$ cat config.mk
export PLATFORM = sky130hd
export DESIGN_NAME = bitmap_set_clear_pop_core
export DESIGN_NICKNAME = d
export VERILOG_FILES = /design/src/bscp_pkg.sv /design/src/bitmap_set_clear_pop_core.sv
export VERILOG_INCLUDE_DIRS = /design/src /design/src/src
export SDC_FILE = /design/constraint.sdc
export NUM_CORES = 1
export LEC_CHECK = 0
export ABC_AREA = 1
export BUFFER_PORTS_ARGS = -buffer_cell sky130_fd_sc_hd__clkbuf_2
export CORE_MARGIN = 4
export CORE_UTILIZATION = 40
export DETAILED_ROUTE_END_ITERATION = 8
export PLACE_DENSITY = 0.6
export SLEW_MARGIN = 20
export SYNTH_ARGS = -nofsm -noshare
export SYNTH_HDL_FRONTEND = slang
export SYNTH_SLANG_ARGS = --single-unit
$ cat constraint.sdc
create_clock -name clk -period 10.95 [get_ports clk]
set_input_delay 1.095 -clock clk [delete_from_list [all_inputs] [get_ports clk]]
set_output_delay 1.095 -clock clk [all_outputs]
set_load 0.01 [all_outputs]
$ cat src/bitmap_set_clear_pop_core_defines.svh
// assertion macros for the flag bitmap core
`ifndef BITMAP_SET_CLEAR_POP_CORE_DEFINES_SVH
`define BITMAP_SET_CLEAR_POP_CORE_DEFINES_SVH
`ifndef SYNTHESIS
// property holds on every clock edge outside reset
`define BSCP_ASSERT(lbl, prop, msg) \
  lbl: assert property (@(posedge clk) disable iff (!rst_n) (prop)) else $error(msg);
// consequent holds in the cycle after the antecedent
`define BSCP_ASSERT_NEXT(lbl, ante, cons, msg) \
  lbl: assert property (@(posedge clk) disable iff (!rst_n) (ante) |=> (cons)) else $error(msg);
`else
`define BSCP_ASSERT(lbl, prop, msg)
`define BSCP_ASSERT_NEXT(lbl, ante, cons, msg)
`endif
`endif

$ cat src/bscp_pkg.sv
// types, codes and helpers of the flag bitmap core
`timescale 1ns / 1ps
package bscp_pkg;

  localparam int WORD_BITS = 32;
  localparam int BIT_W     = 5;
  localparam int IDX_W     = 10;
  localparam int LEN_W     = 11;
  localparam int CNT_W     = 11;
  localparam int NW_W      = 7;
  localparam int OP_W      = 2;

  localparam logic [OP_W-1:0] OP_WRITE = 2'd0;
  localparam logic [OP_W-1:0] OP_POP   = 2'd1;
  localparam logic [OP_W-1:0] OP_INIT  = 2'd2;
  localparam logic [OP_W-1:0] OP_NOP   = 2'd3;

  localparam int CFG_IDX_W  = 1;
  localparam int CFG_DATA_W = 11;
  localparam logic [CFG_IDX_W-1:0] REG_VECTOR_LENGTH = 1'd0;
  localparam logic [CFG_IDX_W-1:0] REG_INIT_ALL_SET  = 1'd1;

  localparam int IN_TDATA_W  = 16;
  localparam int OUT_TDATA_W = 24;

  typedef logic [WORD_BITS-1:0] word_t;

  typedef struct packed {
    logic              new_state;
    logic [IDX_W-1:0]  flag_index;
    logic [OP_W-1:0]   opcode;
  } in_beat_t;

  typedef struct packed {
    logic              bad_index;
    logic [CNT_W-1:0]  set_count;
    logic [IDX_W-1:0]  popped_index;
    logic              found;
    logic              old_state;
  } out_beat_t;

  // position of the lowest set bit, zero for an empty word
  function automatic logic [BIT_W-1:0] lowest_set(input word_t w);
    logic [BIT_W-1:0] b;
    b = '0;
    for (int i = WORD_BITS - 1; i >= 0; i--) begin
      if (w[i]) b = BIT_W'(i);
    end
    return b;
  endfunction

endpackage

$ cat src/bitmap_set_clear_pop_core.sv
// flag bitmap core: write flag, pop a set flag (circular scan from the last popped word), reinitialize
`timescale 1ns / 1ps
`include "bitmap_set_clear_pop_core_defines.svh"
// path from input beat to result beat: write flag reads the word, then modifies it in S_WMOD;
//   bad index, empty pop or no-op go straight to S_RESP; pop reads one word per cycle from the flag
//   memory (up to nw words, nw = words in use); reinitialize: one word written per cycle by the fill walker
// one item in flight; the next beat is taken in the cycle after the result is handed over
// reset is synchronous and active low; after reset a clearing pass writes zero to all
//   NWORDS words of the flag memory, with in_tready low
module bitmap_set_clear_pop_core #(
  parameter int NBITS = 1024
) (
  input  logic                              clk,
  input  logic                              rst_n,
  input  logic                              in_tvalid,
  output logic                              in_tready,
  // opcode[1:0], flag_index[11:2], new_state[12], zero pad[15:13]
  input  logic [bscp_pkg::IN_TDATA_W-1:0]   in_tdata,
  output logic                              out_tvalid,
  input  logic                              out_tready,
  // old_state[0], found[1], popped_index[11:2], set_count[22:12], bad_index[23]
  output logic [bscp_pkg::OUT_TDATA_W-1:0]  out_tdata,
  input  logic                              cfg_we,
  input  logic [bscp_pkg::CFG_IDX_W-1:0]    cfg_addr,
  input  logic [bscp_pkg::CFG_DATA_W-1:0]   cfg_wdata
);
  import bscp_pkg::*;

  localparam int NWORDS = (NBITS + WORD_BITS - 1) / WORD_BITS;
  localparam int AW     = (NWORDS > 1) ? $clog2(NWORDS) : 1;
  localparam logic [AW-1:0] LAST_WORD = AW'(NWORDS - 1);

  // control states
  localparam logic [2:0] S_IDLE = 3'd0;
  localparam logic [2:0] S_WMOD = 3'd1;  // read data of the written word is back
  localparam logic [2:0] S_POP  = 3'd2;  // circular word scan
  localparam logic [2:0] S_FILL = 3'd3;  // clear or fill walker
  localparam logic [2:0] S_RESP = 3'd4;  // result waits for the output register

  // flag memory, one word per entry, registered read
  word_t           mem [NWORDS];
  word_t           mem_q;
  logic            mem_we;
  logic [AW-1:0]   mem_wa;
  logic [AW-1:0]   mem_ra;
  word_t           mem_wd;

  always_ff @(posedge clk) begin
    if (mem_we) mem[mem_wa] <= mem_wd;
    mem_q <= mem[mem_ra];
  end

  // configuration registers
  logic [LEN_W-1:0] len_cfg_r;
  logic             init_all_r;

  always_ff @(posedge clk) begin
    if (!rst_n) begin
      len_cfg_r  <= LEN_W'(1024);
      init_all_r <= 1'b0;
    end else if (cfg_we) begin
      unique case (cfg_addr)
        REG_VECTOR_LENGTH: len_cfg_r  <= cfg_wdata;
        REG_INIT_ALL_SET:  init_all_r <= cfg_wdata[0];
        default: ;
      endcase
    end
  end

  // state and working registers
  logic [2:0]        state_r,     state_nxt;
  logic [CNT_W-1:0]  set_total_r, set_total_nxt;
  logic [AW-1:0]     search_r,    search_nxt;
  logic [AW-1:0]     word_r,      word_nxt;      // word of the flag being written
  logic [BIT_W-1:0]  bit_r,       bit_nxt;
  logic              nstate_r,    nstate_nxt;
  logic [AW-1:0]     fill_addr_r, fill_addr_nxt;
  logic              fill_set_r,  fill_set_nxt;
  logic              fill_resp_r, fill_resp_nxt; // walker ends with a result
  logic [AW-1:0]     scan_addr_r, scan_addr_nxt;
  logic [NW_W-1:0]   iss_left_r,  iss_left_nxt;  // words still to read
  logic [NW_W-1:0]   chk_left_r,  chk_left_nxt;  // words still to check
  logic [AW-1:0]     chk_addr_r,  chk_addr_nxt;
  logic              rd_vld_r,    rd_vld_nxt;
  out_beat_t         res_r,       res_nxt;
  logic              out_vld_r,   out_vld_nxt;
  out_beat_t         out_r,       out_nxt;

  // effective length and number of words in use
  logic [LEN_W-1:0]  len_eff;
  logic [NW_W-1:0]   nw;
  logic [AW-1:0]     start_word;
  logic [AW-1:0]     scan_next;
  in_beat_t          in_beat;
  logic              in_acc;
  logic              hit;
  logic [BIT_W-1:0]  hit_bit;
  logic [31:0]       fill_base;
  logic [31:0]       fill_gap;
  word_t             fill_word;
  logic              out_free;

  assign len_eff = (32'(len_cfg_r) > NBITS) ? LEN_W'(NBITS) : len_cfg_r;
  assign nw = NW_W'(({1'b0, len_eff} + (LEN_W + 1)'(WORD_BITS - 1)) >> BIT_W);
  // a stale pointer beyond the words in use restarts at word zero
  assign start_word = (32'(search_r) < 32'(nw)) ? search_r : '0;
  assign scan_next  = (32'(scan_addr_r) + 32'd1 == 32'(nw)) ? '0 : scan_addr_r + AW'(1);

  assign in_beat   = in_beat_t'(in_tdata[$bits(in_beat_t)-1:0]);
  assign in_tready = (state_r == S_IDLE);
  assign in_acc    = in_tvalid && in_tready;

  assign hit     = rd_vld_r && (mem_q != '0);
  assign hit_bit = lowest_set(mem_q);

  // fill pattern: flags below the length set when filling
  assign fill_base = 32'(fill_addr_r) << BIT_W;
  assign fill_gap  = (32'(len_eff) > fill_base) ? 32'(len_eff) - fill_base : 32'd0;
  always_comb begin
    for (int i = 0; i < WORD_BITS; i++) begin
      fill_word[i] = fill_set_r && (fill_gap > 32'(i));
    end
  end

  assign out_free = !out_vld_r || out_tready;

  always_comb begin
    state_nxt     = state_r;
    set_total_nxt = set_total_r;
    search_nxt    = search_r;
    word_nxt      = word_r;
    bit_nxt       = bit_r;
    nstate_nxt    = nstate_r;
    fill_addr_nxt = fill_addr_r;
    fill_set_nxt  = fill_set_r;
    fill_resp_nxt = fill_resp_r;
    scan_addr_nxt = scan_addr_r;
    iss_left_nxt  = iss_left_r;
    chk_left_nxt  = chk_left_r;
    chk_addr_nxt  = chk_addr_r;
    rd_vld_nxt    = 1'b0;
    res_nxt       = res_r;
    mem_we        = 1'b0;
    mem_wa        = '0;
    mem_wd        = '0;
    mem_ra        = '0;

    unique case (state_r)
      S_IDLE: begin
        if (in_acc) begin
          res_nxt   = '0;
          state_nxt = S_RESP;
          case (in_beat.opcode)
            OP_WRITE: begin
              if (11'(in_beat.flag_index) >= len_eff) begin
                res_nxt.bad_index = 1'b1;
              end else begin
                // read the word now, modify it when the data is back
                mem_ra     = AW'(in_beat.flag_index >> BIT_W);
                word_nxt   = AW'(in_beat.flag_index >> BIT_W);
                bit_nxt    = in_beat.flag_index[BIT_W-1:0];
                nstate_nxt = in_beat.new_state;
                state_nxt  = S_WMOD;
              end
            end
            OP_POP: begin
              if (set_total_r != '0 && nw != '0) begin
                scan_addr_nxt = start_word;
                iss_left_nxt  = nw;
                chk_left_nxt  = nw;
                state_nxt     = S_POP;
              end
            end
            OP_INIT: begin
              set_total_nxt = init_all_r ? len_eff : '0;
              search_nxt    = '0;
              fill_addr_nxt = '0;
              fill_set_nxt  = init_all_r;
              fill_resp_nxt = 1'b1;
              state_nxt     = S_FILL;
            end
            default: ;  // no-op reports the count only
          endcase
        end
      end

      S_WMOD: begin
        res_nxt.old_state = mem_q[bit_r];
        if (mem_q[bit_r] != nstate_r) begin
          mem_we = 1'b1;
          mem_wa = word_r;
          mem_wd = mem_q ^ (word_t'(1) << bit_r);
          if (nstate_r) begin
            if (32'(set_total_r) < NBITS) set_total_nxt = set_total_r + CNT_W'(1);
          end else if (set_total_r != '0) begin
            set_total_nxt = set_total_r - CNT_W'(1);
          end
        end
        state_nxt = S_RESP;
      end

      S_POP: begin
        // reads run one word ahead of the check
        if (iss_left_r != '0) begin
          mem_ra        = scan_addr_r;
          rd_vld_nxt    = 1'b1;
          chk_addr_nxt  = scan_addr_r;
          scan_addr_nxt = scan_next;
          iss_left_nxt  = iss_left_r - NW_W'(1);
        end
        if (rd_vld_r) begin
          chk_left_nxt = chk_left_r - NW_W'(1);
          if (hit) begin
            mem_we                = 1'b1;
            mem_wa                = chk_addr_r;
            mem_wd                = mem_q & ~(word_t'(1) << hit_bit);
            set_total_nxt         = set_total_r - CNT_W'(1);
            search_nxt            = chk_addr_r;
            res_nxt.found         = 1'b1;
            res_nxt.popped_index  = IDX_W'({chk_addr_r, hit_bit});
            rd_vld_nxt            = 1'b0;
            state_nxt             = S_RESP;
          end else if (chk_left_r == NW_W'(1)) begin
            // count says set but no set flag in the words in use
            rd_vld_nxt = 1'b0;
            state_nxt  = S_RESP;
          end
        end
      end

      S_FILL: begin
        mem_we = 1'b1;
        mem_wa = fill_addr_r;
        mem_wd = fill_word;
        if (fill_addr_r == LAST_WORD) begin
          state_nxt = fill_resp_r ? S_RESP : S_IDLE;
        end else begin
          fill_addr_nxt = fill_addr_r + AW'(1);
        end
      end

      S_RESP: begin
        if (out_free) state_nxt = S_IDLE;
      end

      default: state_nxt = S_IDLE;
    endcase
  end

  // output register
  always_comb begin
    out_vld_nxt = out_vld_r;
    out_nxt     = out_r;
    if (state_r == S_RESP && out_free) begin
      out_vld_nxt       = 1'b1;
      out_nxt           = res_r;
      out_nxt.set_count = set_total_r;
    end else if (out_tready) begin
      out_vld_nxt = 1'b0;
    end
  end

  always_ff @(posedge clk) begin
    if (!rst_n) begin
      state_r     <= S_FILL;  // clearing pass
      set_total_r <= '0;
      search_r    <= '0;
      fill_addr_r <= '0;
      fill_set_r  <= 1'b0;
      fill_resp_r <= 1'b0;
      rd_vld_r    <= 1'b0;
      out_vld_r   <= 1'b0;
    end else begin
      state_r     <= state_nxt;
      set_total_r <= set_total_nxt;
      search_r    <= search_nxt;
      fill_addr_r <= fill_addr_nxt;
      fill_set_r  <= fill_set_nxt;
      fill_resp_r <= fill_resp_nxt;
      rd_vld_r    <= rd_vld_nxt;
      out_vld_r   <= out_vld_nxt;
    end
  end

  always_ff @(posedge clk) begin
    word_r      <= word_nxt;
    bit_r       <= bit_nxt;
    nstate_r    <= nstate_nxt;
    scan_addr_r <= scan_addr_nxt;
    iss_left_r  <= iss_left_nxt;
    chk_left_r  <= chk_left_nxt;
    chk_addr_r  <= chk_addr_nxt;
    res_r       <= res_nxt;
    out_r       <= out_nxt;
  end

  assign out_tvalid = out_vld_r;
  assign out_tdata  = OUT_TDATA_W'(out_r);

  `BSCP_ASSERT(a_count_bound, (32'(set_total_r) <= NBITS), "set count above capacity")
  `BSCP_ASSERT(a_mem_we_state, (!mem_we || state_r == S_WMOD || state_r == S_POP || state_r == S_FILL), "flag memory written outside a modify state")
  `BSCP_ASSERT_NEXT(a_pop_dec, (state_r == S_POP && hit), (set_total_r == $past(set_total_r) - CNT_W'(1)), "pop hit without count decrement")
  `BSCP_ASSERT_NEXT(a_resp_hold, (state_r == S_RESP && out_vld_r && !out_tready), (state_r == S_RESP), "result dropped while output stalled")

endmodule
* Word level (Yosys, flattened, before mapping)
Memory sizes are Yosys's and may differ from the RTL's. A register that Yosys moved wholly into a read port is not among the register bits. Cells that the tools add are included.
Cells by class: shifts and indexed selects 2, reductions and logical operators 64, mux-type cells 109, bitwise gates (word level) 5, equality and inequality tests 24, $lt $le $gt $ge 38, add/sub/neg operators 9
Operators with widths (number):
- 32-bit by 5-bit > comparator with 1-bit output (second input constant) | 16
- 32-bit by 4-bit > comparator with 1-bit output (second input constant) | 8
- 5-bit 2-to-1 mux | 50
- 11-bit 2-to-1 mux | 12
- 32-bit by 3-bit > comparator with 1-bit output (second input constant) | 4
- 32-bit 2-to-1 mux | 4
- 32-bit one-hot mux with 3 select lines | 1
- 32-bit by 1-bit > comparator with 1-bit output (second input constant) | 2
- 32-bit by 2-bit > comparator with 1-bit output (second input constant) | 2
- 1-bit by 5-bit left shift with 32-bit output (first input constant) | 2
- 5-bit one-hot mux with 2 select lines | 4
- 1-bit logical AND | 36
- 7-bit 2-to-1 mux | 5
- 11-bit one-hot mux with 3 select lines | 1
- 32-bit AND | 1
- 32-bit NOT | 1
- 32-bit nonzero test | 1
- 32-bit XOR | 1
- 7-bit one-hot mux with 2 select lines | 2
- 3-bit 2-to-1 mux | 9
- 11-bit one-hot mux with 2 select lines | 1
- 5-bit AND reduction | 4
- 3-bit one-hot mux with 5 select lines | 1
- 5-bit one-hot mux with 3 select lines | 1
- other kinds (44) | 82
Word-level totals: input port bits 33, flip-flop bits (word level) 112, memories 1, word-level logic and storage cells 278, RAM bits 1024, output and inout bits 26
Memory list:
- mem | words 32, width 32, rd ports 1, clocked after memory_dff 1, write ports 1, line bitmap_set_clear_pop_core.sv:41 | word_t mem [NWORDS];

* Logic depth before layout (Yosys ltp)
Gate-level depths: netlist (run 1).
word-level depth 38, depth in mapped cells 36, mapped depth without buffers 36

* Worst setup path after synthesis (run 1)
Ideal clock, no wire load.
path type register -> register, start point register bit_r[0], end point memory mem[16][0] (netlist bit) (enable), buffers on the path 0, data arrival time 3819 ps, required time 10529 ps, slack 6710 ps, period minus slack after synthesis 4240 ps, stages on the path, launching flop included 16, library setup time 421 ps, cells stage by stage edfxtp_1 -> nor2_1 -> inv_1 -> o211ai_1 -> o311ai_0 -> nand3_1 -> nand2_1 -> xor2_1 -> inv_1 -> nor2_1 -> inv_2 -> o21ai_0 -> inv_1 -> nor2_1 -> nand2_1 -> nor2_1
Between the ends: cells in the longest elaborated chain, start to end 7, elaborated cells on any way between the ends 9, those cells by class eq/ne (1); mux (8)
RTL lines:
- from (decl) | line bitmap_set_clear_pop_core.sv:75 | logic [BIT_W-1:0] bit_r, bit_nxt;
- from (signal assigned) | line bitmap_set_clear_pop_core.sv:287 | bit_r <= bit_nxt;
- 1-bit binary-select mux with 5-bit select (*) | line bitmap_set_clear_pop_core.sv:189 | if (mem_q[bit_r] != nstate_r) begin
- 1-bit 2-to-1 mux (implied by the code) (*) | line bitmap_set_clear_pop_core.sv:189
- 1-bit != test (*) | line bitmap_set_clear_pop_core.sv:189
- 1-bit 2-to-1 mux | line bitmap_set_clear_pop_core.sv:189
- 1-bit one-hot mux with 3 select lines | line bitmap_set_clear_pop_core.sv:148 | unique case (state_r)
- 1-bit 2-to-1 mux | line bitmap_set_clear_pop_core.sv:49 | if (mem_we) mem[mem_wa] <= mem_wd;
- 1-bit 2-to-1 mux (implied by the code) | line bitmap_set_clear_pop_core.sv:49
- to (decl) | line bitmap_set_clear_pop_core.sv:41
Mark *: on every way between the ends. The rest lies on a longest branch, timed or not. The select of a mux whose other input is x is not followed.

* Worst setup path after layout (run 1)
start point register bit_r[1], end point memory mem[13][7] (netlist bit) (enable)
Same word-level chain as after synthesis.

==> results of run 1 <==
[power groups by stage]
stage | Clock [uW] | Sequential [uW] | Combinational [uW]
2_1_floorplan | 0 | 5840 | 2430
4_1_cts | 4090 | 5850 | 3690
6_report | 4020 | 5840 | 3710
5_1_grt | 4280 | 5880 | 4080
3_3_place_gp | 0 | 5930 | 3650
3_5_place_dp | 0 | 5940 | 3680
[metal layers]
metal / part of all wire / wire [um]
met4: 0.035 / 4820
met1: 0.43 / 59700
met3: 0.076 / 10500
met2: 0.46 / 63700
met5: 0.000086 / 12
[worst min path at each step]
stage | end | slack (ns) | depth (start not counted)
after floorplan | out_tdata[0] | 0.40 | 0
after global placement | out_tdata[1] | 0.40 | 0
after detailed placement | out_tdata[9] | 0.41 | 0
after CTS | out_tdata[9] | 0.42 | 0
after global routing | out_tdata[9] | 0.43 | 0
final | out_tdata[9] | 0.42 | 0
[area by class of cell]
class	instances	area [um^2]
fillers	11100	66700
inverters	221	842
clock inverters	73	762
multi-input cells	2547	13400
flip-flops and latches	1168	34400
clock buffers	148	3110
well taps	1625	2030
repair buffers	121	841
[worst max-delay path, cell delays in order (launching register included)]
cell and delay, ns:
edfxtp_1 0.44, nor2_1 0.37, inv_1 0.27, o22ai_1 0.17, a21oi_1 0.06, o211ai_1 0.09, o311ai_0 0.20, nand3_1 0.21
nand2_1 0.19, xor2_1 0.17, inv_1 0.07, nor2_1 0.55, inv_2 0.49, o21ai_0 0.47, nand2_1 0.55, nor2_4 0.96
buf_4 0.50
[stage by stage]
| stage | utilization | hold WS, ns | std cells |
|---|---|---|---|
| 2_1_floorplan | - | 0.400 | 4186 |
| 3_3_place_gp | 0.421 | 0.403 | 5680 |
| 3_5_place_dp | 0.421 | 0.409 | 5680 |
| 4_1_cts | 0.453 | 0.424 | 5901 |
| 5_1_grt | 0.453 | 0.428 | 5903 |
| 6_report | 0.453 | 0.422 | 5903 |
[flip-flops by register name, summed over array words and instances, names as in the netlist, 3 cells and up]
signal,flops
bit_r,5
chk_addr_r,5
chk_left_r,7
fill_addr_r,5
iss_left_r,7
len_cfg_r,11
mem,1024
mem_q,32
out_tdata,24
res_r,13
scan_addr_r,5
search_r,5
set_total_r,11
state_r,3
word_r,5
[cell families (layout without fill, tap and decap cells)]
logic type | Yosys count | count (layout) | synth area share
flops | 1168 | 1168 | 0.697
compound gates | 1052 | 1052 | 0.136
xor+xnor | 30 | 30 | 0.00533
buf+inv | 471 | 563 | 0.0390
fa+ha+maj | 29 | 29 | 0.00751
simple gates | 1436 | 1436 | 0.115
[cell usage in the layout, fill, tap and decap left out, types with 69 or more instances in the layout]
| cell | count |
|---|---|
| clkbuf_16 | 117 |
| inv_1 | 207 |
| dfxtp_1 | 72 |
| edfxtp_1 | 1096 |
| nor2_1 | 998 |
| nand3_1 | 81 |
| o21ai_0 | 459 |
| o21bai_1 | 69 |
| a21oi_1 | 86 |
| nand2_1 | 233 |
| o32ai_1 | 254 |
==> results.ini, run 1 <==
[global_routing]
grt_pass1_vias = 30900
grt_pass1_wl_mm = 204
grt_max_degree = 171
overflow = 0
grt_usage = 0.208
grtUsageMet3 = 0.0315
busiest_layer = met2
grt_use_met1 = 0.294
antenna_found_initial = 1
use_met2 = 0.328

[logic_synthesis]
yosys-top-cells-area = edfxtp_1, nor2_1, o21ai_0
yosys.area.top_type_share = 0.668
yosysMostFrequentCell = edfxtp_1
avgSynthCellArea_um2 = 11.8
synth_area_leader_cell = edfxtp_1
synth_top_cells_by_count = edfxtp_1, nor2_1, o21ai_0
ys_seq_area_frac = 0.697
yosys.cell_types.count = 51
ys_warn_count = 0
syn_area_um2 = 49300
synth-edff-count = 1096
syn_inst = 4186
syn-num-nets = 4248
synth_seq_cells = 1168
ys_async_sr_fraction = 0
synth-main-ff-cell = edfxtp_1

[die]
start_util = 0.404
row_count = 128
fp.dieH_um = 359
core_um2 = 122000
io_pins = 59
die_area_um2 = 129000
die_w_um = 359

[worst_setup_path]
crit_fanout = 35
start_kind = register
worst-r2r-cell-count = 16
crit-reg2reg-capture = mem[13][7]
cp-end-kind = register
cp-endpoint = mem[13][7]
critPathKind = reg -> reg
worstPathRequired_ns = 11.32
startpoint = bit_r[1]
worstReg2RegStart = bit_r[1]
cp.arrival_ns = 6.55
reg2reg_setup_slack_ns = 4.77

[clock_tree]
clk_path_buf_depth = 3
clk_latency_ns = 0.73
cts.reportedPaths.clkPinSlew_ns = 0.06
numClockSinks = 1168
cts_tree = yes
cts-root-buf = clkbuf_16
post_cts_resized = 0
cts_setup_buffers = 0
cts_max_level = 3
holdBufCountCts = 0
numCtsBuffers = 117

[placed_design]
place_congestion = 0.977
place_area_um2 = 51300
port_buffers = 55
place_ws_ns = 4.83
hpwl_mm = 75.5

[timing]
finalSetupTns_ns = 0
finalMaxSlewViolations = 0
period_share = 0.564
slew_headroom = 0.275
worstMarginPinSlew_ns = 1.09
rsz0062_at_grt = false
finalCriticalPeriod_ns = 6.18
hold_viol_final = 0
setup_viol = 0
max_freq_mhz = 162
clock_skew_ns = 0.0356
fin_ws_ns = 4.77

[pwr]
p_int_uw = 8940
power.total_uw = 13600
seq_power_share = 0.431
comb_power_share = 0.273
ir_drop_uv = 229
p_clk_frac = 0.296
cellLeakagePower_uw = 0.0182
switching_share = 0.341
pwr_density_cell_nw_per_um2 = 245
power.switching_uw = 4630

[cells_and_area]
num_antenna_cells = 0
final_nets = 4238
post-route-cell-area_um2 = 55300
drive_gt1_frac = 0.0839
syn_to_final_growth_pct = 12.2

[route]
vias = 33600
wl_per_cell_um = 23.5
via_per_inst = 5.69
final_antenna_net_count = 0
drt_pass1_iterations = 7
drt_iter0_markers = 3660
routed_wl_mm = 139
drc = 0

[worst_hold_path]
hp-start = res_r[9]
hold_class = reg -> reg

[flow_run]
maxCapViolations = 0

[status]
status = finished, final reports clean

(Power assumes the default switching activity.)
==> run 2: changes to the inputs <==
Settings changed: PLACE_DENSITY 0.6 to 0.62.
Clock period 10.95 ns to 4.97 ns, I/O delays scaled along.
==> run 2 against run 1 <==
- non-clock buffer count grew 149
- die area is the same
- utilization grew 1.8 points
- register-to-register slack lost 4.4 ns
- first-iteration DRC count grew 1.9%
- critical path type unchanged
- critical endpoint is now mem_q[25]
- largest cell class unchanged
==> results.ini, run 2 (same netlist as run 1, synthesis figures left out) <==
[status]
status = finished, final reports clean

[route]
wl_per_cell_um = 24.1
final_antenna_net_count = 0
drc = 0
drt_iter0_markers = 3729
vias = 34200
routed_wl_mm = 146
drt_pass1_iterations = 5
via_per_inst = 5.66

[clock_tree]
post_cts_resized = 0
cts_tree = yes
numClockSinks = 1168
cts-root-buf = clkbuf_16
cts_max_level = 3
clk_latency_ns = 0.74
cts.reportedPaths.clkPinSlew_ns = 0.06
clk_path_buf_depth = 3
numCtsBuffers = 113

[die]
die_w_um = 359
die_area_um2 = 129000
row_count = 128
io_pins = 59
start_util = 0.404
fp.dieH_um = 359
core_um2 = 122000

[worst_setup_path]
crit_fanout = 76
cp.arrival_ns = 5.26
reg2reg_setup_slack_ns = 0.35
cp-end-kind = register
critPathKind = reg -> reg
worstPathRequired_ns = 5.61
start_kind = register

[timing]
clock_skew_ns = 0.0504
setup_viol = 0
worstMarginPinSlew_ns = 1.14
hold_viol_final = 0
period_share = 0.929
finalMaxSlewViolations = 0
rsz0062_at_grt = false
slew_headroom = 0.234
finalSetupTns_ns = 0
max_freq_mhz = 217
finalCriticalPeriod_ns = 4.62

[cells_and_area]
final_common_cell = edfxtp_1
final_cell_mix = edfxtp_1, nor2_1, o21ai_0
largest_register = mem
largest_register_ffs = 1024
syn_to_final_growth_pct = 16.6
utilization = 0.471
drive_gt1_frac = 0.112
final_nets = 4383
num_antenna_cells = 0
filler_cell_count = 10900

[global_routing]
antenna_found_initial = 0
grt_usage = 0.219
grt_pass1_wl_mm = 214
grt_pass1_vias = 32000
overflow = 0
grt_max_degree = 116

[pwr]
pwr_density_cell_nw_per_um2 = 531
cellLeakagePower_uw = 0.0192
ir_drop_uv = 606

[worst_hold_path]
hold_class = in -> reg

[placed_design]
place_congestion = 0.992
port_buffers = 55
hpwl_mm = 86.0

[flow_run]
maxCapViolations = 0

==> run 2: cell count changes in the layout (fill, tap and decap cells not counted), moves of 5 or more <==
cell,previous run,this run
nand2_1,233,238
clkinvlp_4,1,6
clkinv_2,22,13
buf_4,60,116
clkbuf_8,7,24
buf_12,5,95
clkinv_1,31,17
nand2_2,6,1
clkbuf_1,24,30
==> run 2: cell type report <==
class	count	area [um^2]	area share
repair buffers	270	3090	0.0537
clock buffers	169	3320	0.0578
well taps	1625	2030	0.0354
multi-input cells	2547	13300	0.232
clock inverters	47	528	0.00919
inverters	221	840	0.0146
flip-flops and latches	1168	34400	0.598
==> run 2: power breakdown <==
part           internal (uW)  leakage (uW)  total [uW]  switching, uW
Combinational           2780       0.00661        8890           6110
Sequential             12400        0.0107       12900            500
Clock                   5050       0.00187        8750           3700
==> run 2: path summary, 6_finish.rpt <==
path | to | cells after the start | startpoint
setup / recovery | mem_q[25] | 22 | len_cfg_r[8]
hold / removal | len_cfg_r[5] | 3 | cfg_wdata[5]
hold reg to reg | out_tdata[1] | 0 | res_r[1]
setup reg to reg | mem_q[25] | 22 | len_cfg_r[8]
==> run 2: what timing repair did <==
item,CTS,global route
setup endpoints to repair,0,2
endpoints found under the hold margin,4,0
hold buffers,4,0
setup buffers,0,2
==> run 2: critical path, cell delays in order, from the launching register on <==
cell	delay [ns]
dfxtp_1	0.29
inv_1	0.11
nand3_1	0.09
nor3_1	0.18
a21oi_2	0.16
nor2_1	0.38
inv_1	0.15
ha_1	0.34
a21oi_1	0.15
o21ai_0	0.10
nand3_1	0.11
nand4_1	0.23
nor4_4	0.24
nand2_2	0.13
nand2_8	0.20
buf_12	0.32
buf_4	0.32
nor2_1	0.06
o32ai_1	0.29
o21ai_0	0.14
o22ai_1	0.18
nor2_1	0.08
a31oi_1	0.18
==> run 2: metrics by stage <==
step	worst slack (ns)	cells	hold slack (ns)	total power, uW	instance area, um^2
3_3_place_gp	0.361	5825	0.402	21700	53600
5_1_grt	0.103	6047	0.0277	31900	57500
3_5_place_dp	0.312	5825	0.406	21800	53600
6_report	0.354	6047	0.0397	30500	57500
4_1_cts	0.264	6045	0.00622	30600	57500
2_1_floorplan	0.730	4186	0.400	18200	49300
==> run 2: layer usage <==
metal / wire length [um] / GRT usage / share of wire
met3: 10700 / 0.0339 / 0.073
met5: 0 / 0 / 0
met4: 5940 / 0.0865 / 0.041
met1: 62300 / 0.305 / 0.43
met2: 67000 / 0.347 / 0.46
